<file path="src/current_moving_average_calibrate_macros.svh">
// assertion macros shared by the current filter modules
// expects clk_i and rst_ni in the scope of each use
`ifndef CURRENT_MOVING_AVERAGE_CALIBRATE_MACROS_SVH
`define CURRENT_MOVING_AVERAGE_CALIBRATE_MACROS_SVH

// property checked on every rising clock edge outside reset
`define CMAC_ASSERT(lbl, prop, msg) \
  lbl: assert property (@(posedge clk_i) disable iff (!rst_ni) (prop)) else $error(msg);

// condition that must never be seen outside reset
`define CMAC_NEVER(lbl, cond, msg) \
  lbl: assert property (@(posedge clk_i) disable iff (!rst_ni) !(cond)) else $error(msg);

`endif

</file>
<file path="src/cmac_pkg.sv">
// shared constants and the trim clamp of the current moving average filter
// no dependencies
`timescale 1ns / 1ps

package cmac_pkg;

  localparam int OPD_W      = 16;
  localparam int CFG_IDX_W  = 3;
  localparam int CFG_DATA_W = 32;
  localparam int TRIM_W     = 11;
  localparam int SCALE_W    = 8;

  localparam int ADC_COEF = 19966;
  localparam int CAL_DIV  = 1000;

  localparam logic signed [TRIM_W-1:0] TRIM_MAX = 11'sd1000;
  localparam logic signed [TRIM_W-1:0] TRIM_MIN = -11'sd1000;

  localparam logic [CFG_IDX_W-1:0] REG_SENSOR_MODE  = 3'd0;
  localparam logic [CFG_IDX_W-1:0] REG_GAIN_TRIM    = 3'd1;
  localparam logic [CFG_IDX_W-1:0] REG_ZERO_TRIM    = 3'd2;
  localparam logic [CFG_IDX_W-1:0] REG_OUTPUT_SCALE = 3'd3;

  function automatic logic signed [TRIM_W-1:0] clamp_trim(logic signed [TRIM_W-1:0] v);
    logic signed [TRIM_W-1:0] r;
    r = v;
    if (v > TRIM_MAX) begin
      r = TRIM_MAX;
    end else if (v < TRIM_MIN) begin
      r = TRIM_MIN;
    end
    return r;
  endfunction

endpackage

</file>
<file path="src/cmac_ring.sv">
// sample ring with running sum, one read and one write slot per beat
// depends on current_moving_average_calibrate_macros.svh
`timescale 1ns / 1ps
`include "current_moving_average_calibrate_macros.svh"

module cmac_ring #(
  parameter int WINDOW_LEN  = 12,
  parameter int SAMPLE_BITS = 20,
  parameter int SUM_W       = SAMPLE_BITS + $clog2(WINDOW_LEN)
) (
  input  logic                          clk_i,
  input  logic                          rst_ni,
  input  logic                          push_i,
  input  logic signed [SAMPLE_BITS-1:0] sample_i,
  output logic                          done_o,
  output logic signed [SUM_W-1:0]       sum_o
);

  localparam int PTR_W = $clog2(WINDOW_LEN);
  localparam logic [PTR_W-1:0] LAST_POS = PTR_W'(WINDOW_LEN - 1);

  logic [SAMPLE_BITS-1:0]        mem [WINDOW_LEN];
  logic [SAMPLE_BITS-1:0]        rd_q;
  logic signed [SAMPLE_BITS-1:0] smp_q;
  logic [WINDOW_LEN-1:0]         vld_q;
  logic                          old_vld_q;
  logic                          pend_q;
  logic                          done_q;
  logic [PTR_W-1:0]              pos_q;
  logic signed [SUM_W-1:0]       sum_q;
  logic signed [SUM_W-1:0]       old_val;

  assign old_val = old_vld_q ? SUM_W'($signed(rd_q)) : '0;

  always_ff @(posedge clk_i) begin
    if (pend_q) begin
      mem[pos_q] <= smp_q;
    end
    if (push_i) begin
      rd_q  <= mem[pos_q];
      smp_q <= sample_i;
    end
  end

  always_ff @(posedge clk_i or negedge rst_ni) begin
    if (!rst_ni) begin
      vld_q     <= '0;
      old_vld_q <= 1'b0;
      pend_q    <= 1'b0;
      done_q    <= 1'b0;
      pos_q     <= '0;
      sum_q     <= '0;
    end else begin
      pend_q <= push_i;
      done_q <= pend_q;
      if (push_i) begin
        old_vld_q <= vld_q[pos_q];
      end
      if (pend_q) begin
        sum_q        <= sum_q - old_val + SUM_W'(smp_q);
        vld_q[pos_q] <= 1'b1;
        pos_q        <= (pos_q == LAST_POS) ? '0 : pos_q + 1'b1;
      end
    end
  end

  assign done_o = done_q;
  assign sum_o  = sum_q;

  `CMAC_NEVER(a_push_overlap, push_i && (pend_q || done_q), "ring push while update pending")
  `CMAC_ASSERT(a_done_follows, done_q |-> $past(pend_q), "ring done without update")

endmodule

</file>
<file path="src/cmac_alu.sv">
// shared shift-add multiplier on magnitudes, one bit of the second operand per cycle
// depends on current_moving_average_calibrate_macros.svh
`timescale 1ns / 1ps
`include "current_moving_average_calibrate_macros.svh"

module cmac_alu #(
  parameter int A_W = 36,
  parameter int B_W = 37
) (
  input  logic               clk_i,
  input  logic               rst_ni,
  input  logic               start_i,
  input  logic [A_W-1:0]     opd_a_i,
  input  logic [B_W-1:0]     opd_b_i,
  output logic               done_o,
  output logic [A_W+B_W-1:0] result_o
);

  localparam int P_W = A_W + B_W;

  logic           busy_q;
  logic           done_q;
  logic [P_W-1:0] acc_q;
  logic [P_W-1:0] a_q;
  logic [B_W-1:0] b_q;
  logic           finish;

  assign finish = (b_q == '0);

  always_ff @(posedge clk_i) begin
    if (start_i) begin
      acc_q <= '0;
      a_q   <= P_W'(opd_a_i);
      b_q   <= opd_b_i;
    end else if (busy_q && !finish) begin
      if (b_q[0]) begin
        acc_q <= acc_q + a_q;
      end
      a_q <= {a_q[P_W-2:0], 1'b0};
      b_q <= {1'b0, b_q[B_W-1:1]};
    end
  end

  always_ff @(posedge clk_i or negedge rst_ni) begin
    if (!rst_ni) begin
      busy_q <= 1'b0;
      done_q <= 1'b0;
    end else begin
      done_q <= 1'b0;
      if (start_i) begin
        busy_q <= 1'b1;
      end else if (busy_q && finish) begin
        busy_q <= 1'b0;
        done_q <= 1'b1;
      end
    end
  end

  assign done_o   = done_q;
  assign result_o = acc_q;

  `CMAC_NEVER(a_start_busy, start_i && (busy_q || done_q), "alu start while busy")
  `CMAC_ASSERT(a_done_pulse, done_q |=> !done_q, "alu done longer than one cycle")

endmodule

</file>
<file path="src/current_moving_average_calibrate.sv">
// Moving-average current filter with linear ADC calibration. Each accepted sample
// goes into a WINDOW_LEN ring (zero after reset) and the running sum is divided by
// WINDOW_LEN, truncated toward zero. With sensor_mode 0 the mean gets zero_trim added,
// is multiplied by (19966 + gain_trim) and divided by 1000; then it is multiplied by
// output_scale and saturated to 32 bits. Multiplies and divisions run on one shared
// shift-add multiplier that retires one bit of its second operand per cycle; both
// divisions are multiplies by a rounded-up reciprocal followed by a fixed right shift.
// A sample is taken, the ring is updated, then each multiply runs in turn (the second
// operand is SUM_W + 1 bits for the window reciprocal, 15 for the coefficient, MAG_W + 1
// for the reciprocal of 1000, up to 8 for |output_scale|), with the zero trim before the
// coefficient multiply in ADC mode and saturation last, where SUM_W = SAMPLE_BITS +
// clog2(WINDOW_LEN) and MAG_W = max(SAMPLE_BITS, 17) + 16. Each multiply stops at the
// top set bit of its second operand. The input is not ready from an accept until the
// result is loaded into the output register; a finished result is held in the output
// register while the next sample may be taken, and a result that is still held stalls
// the block.
// Depends on cmac_pkg, cmac_ring, cmac_alu and the macros header.
`timescale 1ns / 1ps
`include "current_moving_average_calibrate_macros.svh"

module current_moving_average_calibrate #(
  parameter int WINDOW_LEN  = 12,
  parameter int SAMPLE_BITS = 20
) (
  input  logic                                clk_i,
  input  logic                                rst_ni,
  input  logic                                in_valid_i,
  output logic                                in_ready_o,
  input  logic signed [SAMPLE_BITS-1:0]       sample_i,
  output logic                                out_valid_o,
  input  logic                                out_ready_i,
  output logic signed [31:0]                  current_ma_o,
  input  logic                                cfg_valid_i,
  output logic                                cfg_ready_o,
  input  logic [cmac_pkg::CFG_IDX_W-1:0]      cfg_index_i,
  input  logic [cmac_pkg::CFG_DATA_W-1:0]     cfg_data_i
);

  localparam int SUM_W   = SAMPLE_BITS + $clog2(WINDOW_LEN);
  localparam int MAG_W   = ((SAMPLE_BITS > 17) ? SAMPLE_BITS : 17) + 16;
  localparam int VAL_W   = MAG_W + 1;
  localparam int P_W     = MAG_W + VAL_W;
  localparam int OPD_W   = cmac_pkg::OPD_W;
  localparam int MEAN_SH = SUM_W + $clog2(WINDOW_LEN);
  localparam int CAL_SH  = MAG_W + $clog2(cmac_pkg::CAL_DIV);
  // rounded-up reciprocals, exact for dividends below 2**SUM_W and 2**MAG_W
  localparam longint unsigned MEAN_RCP =
    ((64'd1 << MEAN_SH) + 64'(WINDOW_LEN - 1)) / 64'(WINDOW_LEN);
  localparam longint unsigned CAL_RCP =
    ((64'd1 << CAL_SH) + 64'(cmac_pkg::CAL_DIV - 1)) / 64'(cmac_pkg::CAL_DIV);
  localparam logic signed [VAL_W-1:0] SAT_HI = VAL_W'(64'sd2147483647);
  localparam logic signed [VAL_W-1:0] SAT_LO = VAL_W'(-64'sd2147483648);

  typedef enum logic [7:0] {
    S_IDLE  = 8'b0000_0001,
    S_RING  = 8'b0000_0010,
    S_MEAN  = 8'b0000_0100,
    S_TRIM  = 8'b0000_1000,
    S_CALM  = 8'b0001_0000,
    S_CALD  = 8'b0010_0000,
    S_SCALE = 8'b0100_0000,
    S_SAT   = 8'b1000_0000
  } state_e;

  state_e state_q, state_d;
  logic   go_q, go_d;
  logic   neg_q, neg_d;
  logic signed [VAL_W-1:0] val_q, val_d;

  logic                                  mode_q;
  logic signed [cmac_pkg::TRIM_W-1:0]    gain_q;
  logic signed [cmac_pkg::TRIM_W-1:0]    zero_q;
  logic signed [cmac_pkg::SCALE_W-1:0]   scale_q;

  logic                    out_valid_q, out_valid_d;
  logic signed [31:0]      out_data_q;
  logic                    out_load;

  logic                    in_fire;
  logic                    ring_done;
  logic signed [SUM_W-1:0] ring_sum;
  logic                    alu_start;
  logic [VAL_W-1:0]        alu_b;
  logic                    alu_done;
  logic [P_W-1:0]          alu_res;
  logic [MAG_W-1:0]        res_mag;
  logic signed [VAL_W-1:0] val_abs;
  logic signed [VAL_W-1:0] res_ext;
  logic signed [OPD_W-1:0] coef;
  logic [cmac_pkg::SCALE_W-1:0] scale_mag;
  logic signed [31:0]      sat_val;

  assign in_ready_o  = (state_q == S_IDLE);
  assign in_fire     = in_valid_i && in_ready_o;
  assign cfg_ready_o = 1'b1;

  assign val_abs   = val_q[VAL_W-1] ? -val_q : val_q;
  assign res_ext   = $signed({1'b0, res_mag});
  assign coef      = OPD_W'(cmac_pkg::ADC_COEF) + OPD_W'(gain_q);
  assign scale_mag = scale_q[cmac_pkg::SCALE_W-1] ? -scale_q : scale_q;

  cmac_ring #(
    .WINDOW_LEN (WINDOW_LEN),
    .SAMPLE_BITS(SAMPLE_BITS),
    .SUM_W      (SUM_W)
  ) u_ring (
    .clk_i   (clk_i),
    .rst_ni  (rst_ni),
    .push_i  (in_fire),
    .sample_i(sample_i),
    .done_o  (ring_done),
    .sum_o   (ring_sum)
  );

  cmac_alu #(
    .A_W(MAG_W),
    .B_W(VAL_W)
  ) u_alu (
    .clk_i   (clk_i),
    .rst_ni  (rst_ni),
    .start_i (alu_start),
    .opd_a_i (val_abs[MAG_W-1:0]),
    .opd_b_i (alu_b),
    .done_o  (alu_done),
    .result_o(alu_res)
  );

  always_comb begin
    alu_start = go_q;
    alu_b     = '0;
    unique case (state_q)
      S_MEAN: begin
        alu_b = VAL_W'(MEAN_RCP);
      end
      S_CALM: begin
        alu_b = VAL_W'($unsigned(coef));
      end
      S_CALD: begin
        alu_b = VAL_W'(CAL_RCP);
      end
      S_SCALE: begin
        alu_b = VAL_W'(scale_mag);
      end
      default: begin
        alu_start = 1'b0;
      end
    endcase
  end

  // quotients sit above the reciprocal shift, plain products at the bottom
  always_comb begin
    unique case (state_q)
      S_MEAN: begin
        res_mag = alu_res[MEAN_SH +: MAG_W];
      end
      S_CALD: begin
        res_mag = MAG_W'(alu_res[P_W-1:CAL_SH]);
      end
      default: begin
        res_mag = alu_res[MAG_W-1:0];
      end
    endcase
  end

  always_comb begin
    if (val_q > SAT_HI) begin
      sat_val = 32'sh7fff_ffff;
    end else if (val_q < SAT_LO) begin
      sat_val = 32'sh8000_0000;
    end else begin
      sat_val = val_q[31:0];
    end
  end

  assign out_load    = (state_q == S_SAT) && (!out_valid_q || out_ready_i);
  assign out_valid_d = out_load || (out_valid_q && !out_ready_i);

  always_comb begin
    state_d = state_q;
    go_d    = 1'b0;
    neg_d   = neg_q;
    val_d   = val_q;
    if (go_q) begin
      neg_d = val_q[VAL_W-1];
      if (state_q == S_SCALE) begin
        neg_d = val_q[VAL_W-1] ^ scale_q[cmac_pkg::SCALE_W-1];
      end
    end
    unique case (state_q)
      S_IDLE: begin
        if (in_fire) begin
          state_d = S_RING;
        end
      end
      S_RING: begin
        if (ring_done) begin
          val_d   = VAL_W'(ring_sum);
          go_d    = 1'b1;
          state_d = S_MEAN;
        end
      end
      S_MEAN: begin
        if (alu_done) begin
          val_d = neg_q ? -res_ext : res_ext;
          if (mode_q) begin
            go_d    = 1'b1;
            state_d = S_SCALE;
          end else begin
            state_d = S_TRIM;
          end
        end
      end
      S_TRIM: begin
        val_d   = val_q + VAL_W'(zero_q);
        go_d    = 1'b1;
        state_d = S_CALM;
      end
      S_CALM: begin
        if (alu_done) begin
          val_d   = neg_q ? -res_ext : res_ext;
          go_d    = 1'b1;
          state_d = S_CALD;
        end
      end
      S_CALD: begin
        if (alu_done) begin
          val_d   = neg_q ? -res_ext : res_ext;
          go_d    = 1'b1;
          state_d = S_SCALE;
        end
      end
      S_SCALE: begin
        if (alu_done) begin
          val_d   = neg_q ? -res_ext : res_ext;
          state_d = S_SAT;
        end
      end
      S_SAT: begin
        if (out_load) begin
          state_d = S_IDLE;
        end
      end
      default: begin
        state_d = S_IDLE;
      end
    endcase
  end

  always_ff @(posedge clk_i) begin
    val_q <= val_d;
    neg_q <= neg_d;
    if (out_load) begin
      out_data_q <= sat_val;
    end
  end

  always_ff @(posedge clk_i or negedge rst_ni) begin
    if (!rst_ni) begin
      state_q     <= S_IDLE;
      go_q        <= 1'b0;
      out_valid_q <= 1'b0;
      mode_q      <= 1'b1;
      gain_q      <= '0;
      zero_q      <= '0;
      scale_q     <= 8'sd1;
    end else begin
      state_q     <= state_d;
      go_q        <= go_d;
      out_valid_q <= out_valid_d;
      if (cfg_valid_i && cfg_ready_o) begin
        unique case (cfg_index_i)
          cmac_pkg::REG_SENSOR_MODE: begin
            mode_q <= cfg_data_i[0];
          end
          cmac_pkg::REG_GAIN_TRIM: begin
            gain_q <= cmac_pkg::clamp_trim(cfg_data_i[cmac_pkg::TRIM_W-1:0]);
          end
          cmac_pkg::REG_ZERO_TRIM: begin
            zero_q <= cmac_pkg::clamp_trim(cfg_data_i[cmac_pkg::TRIM_W-1:0]);
          end
          cmac_pkg::REG_OUTPUT_SCALE: begin
            scale_q <= cfg_data_i[cmac_pkg::SCALE_W-1:0];
          end
          default: begin
            mode_q <= mode_q;
          end
        endcase
      end
    end
  end

  assign out_valid_o  = out_valid_q;
  assign current_ma_o = out_data_q;

  `CMAC_ASSERT(a_alu_done_state, alu_done |-> (state_q == S_MEAN || state_q == S_CALM ||
               state_q == S_CALD || state_q == S_SCALE), "alu done outside a wait state")
  `CMAC_ASSERT(a_ring_done_state, ring_done |-> state_q == S_RING, "ring done outside ring state")

endmodule
</file>
<file path="config.mk">
export PLATFORM = sky130hd
export DESIGN_NAME = current_moving_average_calibrate
export DESIGN_NICKNAME = d
export VERILOG_FILES = /design/src/cmac_pkg.sv /design/src/cmac_ring.sv /design/src/cmac_alu.sv /design/src/current_moving_average_calibrate.sv
export VERILOG_INCLUDE_DIRS = /design/src /design/src/src
export SDC_FILE = /design/constraint.sdc
export NUM_CORES = 1
export LEC_CHECK = 0
export BUFFER_PORTS_ARGS = -buffer_cell sky130_fd_sc_hd__buf_2
export CAP_MARGIN = 20
export CELL_PAD_IN_SITES_DETAIL_PLACEMENT = 0
export CELL_PAD_IN_SITES_GLOBAL_PLACEMENT = 1
export CORE_ASPECT_RATIO = 1.75
export CORE_MARGIN = 2
export CORE_UTILIZATION = 51
export DETAILED_ROUTE_END_ITERATION = 8
export GPL_ROUTABILITY_DRIVEN = 0
export PLACE_DENSITY_LB_ADDON = 0.1
export SLEW_MARGIN = 30
export SYNTH_ARGS = -nofsm -noshare
export SYNTH_HDL_FRONTEND = slang
export SYNTH_SLANG_ARGS = --single-unit
</file>
<file path="constraint.sdc">
create_clock -name clk_i -period 6.52 [get_ports clk_i]
set_input_delay 0.652 -clock clk_i [delete_from_list [all_inputs] [get_ports clk_i]]
set_output_delay 0.652 -clock clk_i [all_outputs]
set_load 0.005 [all_outputs]
</file>
==> impl_metrics.tcl <==
set metrics [dict create \
    cts_buffers 57 \
    worstSetupPathType "register to register" \
    stdcell_area_um2 38000 \
    setup_viol 0 \
    crit_path_max_fanout 21 \
    layout_common_cells "edfxtp_1, nand2_1, o21ai_0" \
    startpoint_type "register" \
    fillCellCount 5887 \
    numPortBuffers 72 \
    ys_seq_area_share_pct 49.1 \
    layout-drive-gt1-share_pct 10.9 \
    clockBufferDepth 3 \
    place_area_um2 35900 \
    ios 95 \
    fin_ws_ns 1.70 \
    worst_pin_slew_ns 0.985 \
    hold_slack_ns 0.191 \
    dieWidth_um 201 \
    min_period_ns 4.82 \
    die_h_um 349 \
    timing.final.crit_share_pct 73.9 \
    vias 25431 \
    start_util_pct 51.4 \
    rsz0062_at_grt "false" \
    ir_drop_v 0.000395 \
    ys_types 82 \
    cap_violations 0 \
    cts_tree "done" \
    grt-ovfl-total 0 \
    design.core.area_um2 67500 \
    dieArea_um2 70200 \
    insertion_delay_ns 0.64 \
    antenna_found_initial 0 \
    drt_wl_total_um 99100 \
    rows 126 \
    slew_headroom_pct 33.9 \
    ys_warn_count 0 \
    cp_slowest_cell "dfrtp_1" \
    combinationalPowerShare_pct 39.1 \
    swShare_pct 37.4 \
    worst_setup_path_end_kind "register" \
    drc_errors 0 \
    routedWlPerCell_um 23.6 \
    pwr-share-seq_pct 37.1 \
    hold_viol_final 0 \
    antenna_cells 0 \
    cts.repair.resized 0 \
    power.density_nw_per_um2 403 \
    synth_edf_count 423 \
    syn_area_um2 34700 \
    synth_nets 3502 \
    cts.root.buffer_cell "clkbuf_16" \
    power_frac_clock_pct 23.8 \
    first_global_vias 25704 \
    layout_commonest_cell "edfxtp_1" \
    synthFlopType "edfxtp_1" \
    skew_ns 0.0228 \
    rrSetupSlack_ns 1.70 \
    required_ns 7.08 \
    synth-async-reset-ratio_pct 13.9 \
    power_leakage_nw 15.1 \
    h-tree-depth 2 \
    switchingPower_w 0.00573 \
    synthToLayoutAreaGrowth_pct 9.42 \
    grt_usage_pct 28.2 \
    p_int_w 0.00960 \
    fmax_ghz 0.208 \
    grt_first_pass_wirelength_um 152000 \
    slowest_delay_ns 0.65 \
    min_path_type "primary input to register" \
    pre_cts_ws_ns 1.61 \
    clock-sinks 619 \
    antenna_left 0 \
    syn_avg_cell_area_um2 10.6 \
    status "completed" \
    fin_nets 3495 \
    ys_seq_elements 619 \
    crit_chain "and2_1, fa_1, inv_1, ha_1, a21o_1, a21o_1, a2111oi_0, o31ai_1, a21oi_1, o31ai_1, o21ai_0, or4_1, nand3_1, xor2_1" \
    slew_viol_final 0 \
    clk_pin_slew_worst_paths_ns 0.07 \
    utilization_pct 56.3 \
    synthCells 3274 \
    firstDrtPassIters 5 \
    grt_start_max_net_pins 74 \
    viasPerCell 6.04 \
    initialDrtViolationCount 1521 \
    critPathArrivalTime_ns 5.38 \
    fin_setup_tns_ns 0 \
    hpwl_um 74700 \
]
logic make-up (layout without fill, tap and decap cells):
group / Yosys count / in the layout / share of synthesized area [%]
AO/OA/AOI/OAI: 884 / 884 / 16.4
multiplexers: 145 / 145 / 6.49
AND/OR/NAND/NOR: 932 / 932 / 12.9
buffers and inverters: 335 / 373 / 3.67
XOR/XNOR: 190 / 190 / 4.79
flip-flops: 619 / 619 / 49.1
other: 1 / 1 / 0.0108
adder cells (fa/ha/maj): 168 / 168 / 6.60
power groups by stage:
stage          registers [W]  logic [W]  clock network, W
2_1_floorplan        0.00529    0.00471                 0
3_3_place_gp         0.00573    0.00586                 0
3_5_place_dp         0.00577    0.00596                 0
4_1_cts              0.00569    0.00600           0.00373
5_1_grt              0.00574    0.00666           0.00387
6_report             0.00569    0.00599           0.00365
registers in the layout, summed over array words and instances, names as in the netlist, 4 cells and up:
register        flops
u_ring.mem        240
state_q             8
gain_q             11
u_ring.pos_q        4
u_ring.rd_q        20
current_ma_o       32
u_ring.smp_q       20
u_ring.sum_o       24
u_alu.a_q          73
u_alu.result_o     73
scale_q             8
u_alu.b_q          37
u_ring.vld_q       12
val_q              37
zero_q             11
per-stage QoR:
| step | instances | power, W |
|---|---|---|
| 4_1_cts | 4208 | 0.0154 |
| 5_1_grt | 4208 | 0.0163 |
| 3_3_place_gp | 4103 | 0.0116 |
| 6_report | 4208 | 0.0153 |
| 2_1_floorplan | 3274 | 0.00999 |
| 3_5_place_dp | 4103 | 0.0117 |
final cells by class:
class                           instances  area, um^2  share of cell area (%)
Clock inverter                         36         507                    1.33
Multi-Input combinational cell       2320       16500                    43.5
Inverter                              157         589                    1.55
Clock buffer                           68        1520                    4.01
Tap cell                              896        1120                    2.95
Timing Repair Buffer                  112         669                    1.76
Sequential cell                       619       17100                    44.9
cells in the mapped netlist (26+ instances only):
| cell type | n | area share (%) |
|---|---|---|
| buf_1 | 26 | 0.28 |
| o21bai_1 | 27 | 0.58 |
| xnor2_1 | 89 | 2.2 |
| o21a_1 | 43 | 0.93 |
| clkbuf_1 | 145 | 1.6 |
| inv_1 | 157 | 1.7 |
| nor3_1 | 43 | 0.62 |
| nor4_1 | 42 | 0.76 |
| o31ai_1 | 27 | 0.58 |
| nand3_1 | 39 | 0.56 |
| o21ai_0 | 256 | 3.7 |
| edfxtp_1 | 423 | 37 |
| nand2_1 | 373 | 4.0 |
| nand4_1 | 47 | 0.85 |
| a21o_1 | 83 | 1.8 |
| ha_1 | 143 | 5.2 |
| dfxtp_1 | 110 | 6.3 |
| a21oi_1 | 218 | 3.1 |
| mux2i_1 | 71 | 2.0 |
| and2_1 | 42 | 0.76 |
| mux4_2 | 63 | 4.1 |
| xor2_1 | 101 | 2.5 |
| dfrtp_1 | 83 | 6.0 |
| nor2_1 | 174 | 1.9 |
what timing repair did:
| action | in CTS | in global routing |
|---|---|---|
| setup buffers | 0 | 0 |
| endpoints found under the hold margin | 18 | 0 |
| hold buffers | 1 | 0 |
routing by layer:
layer | GRT usage [%] | vias up | part of all wire [%]
met4 | 19.4 | 0 | 7.9
met2 | 53.3 | 672 | 54
met3 | 3.32 | 286 | 3.7
met5 | 0 | - | 0
met1 | 28.8 | 12393 | 35
li1 | - | 12080 | -
worst paths after layout:
path,start,endpoint,depth (start not counted)
max,u_ring.old_vld_q$_DFFE_PN0P_,u_ring.sum_o[23]$_DFFE_PN0P_,14
min,sample_i[10],u_ring.smp_q[10]$_DFFE_PP_,1
max reg2reg,u_ring.old_vld_q$_DFFE_PN0P_,u_ring.sum_o[23]$_DFFE_PN0P_,14
min reg2reg,u_ring.vld_q[4]$_DFFE_PN0P_,u_ring.vld_q[4]$_DFFE_PN0P_,1
max in group asynchronous,rst_ni,gain_q[10]$_DFFE_PN0P_,3
min in group asynchronous,rst_ni,u_ring.vld_q[4]$_DFFE_PN0P_,2
critical path: cells and delay by family, from the launching register on:
family / cells / cell delay (ns)
buffers and inverters: 1 / 0.06
DFF: 1 / 0.65
and+or+nand+nor: 3 / 0.95
adders and majority gates: 2 / 0.81
xor gates and xnor gates: 1 / 0.14
AOI/OAI and AO/OA: 7 / 2.13
(Power assumes the default switching activity.)
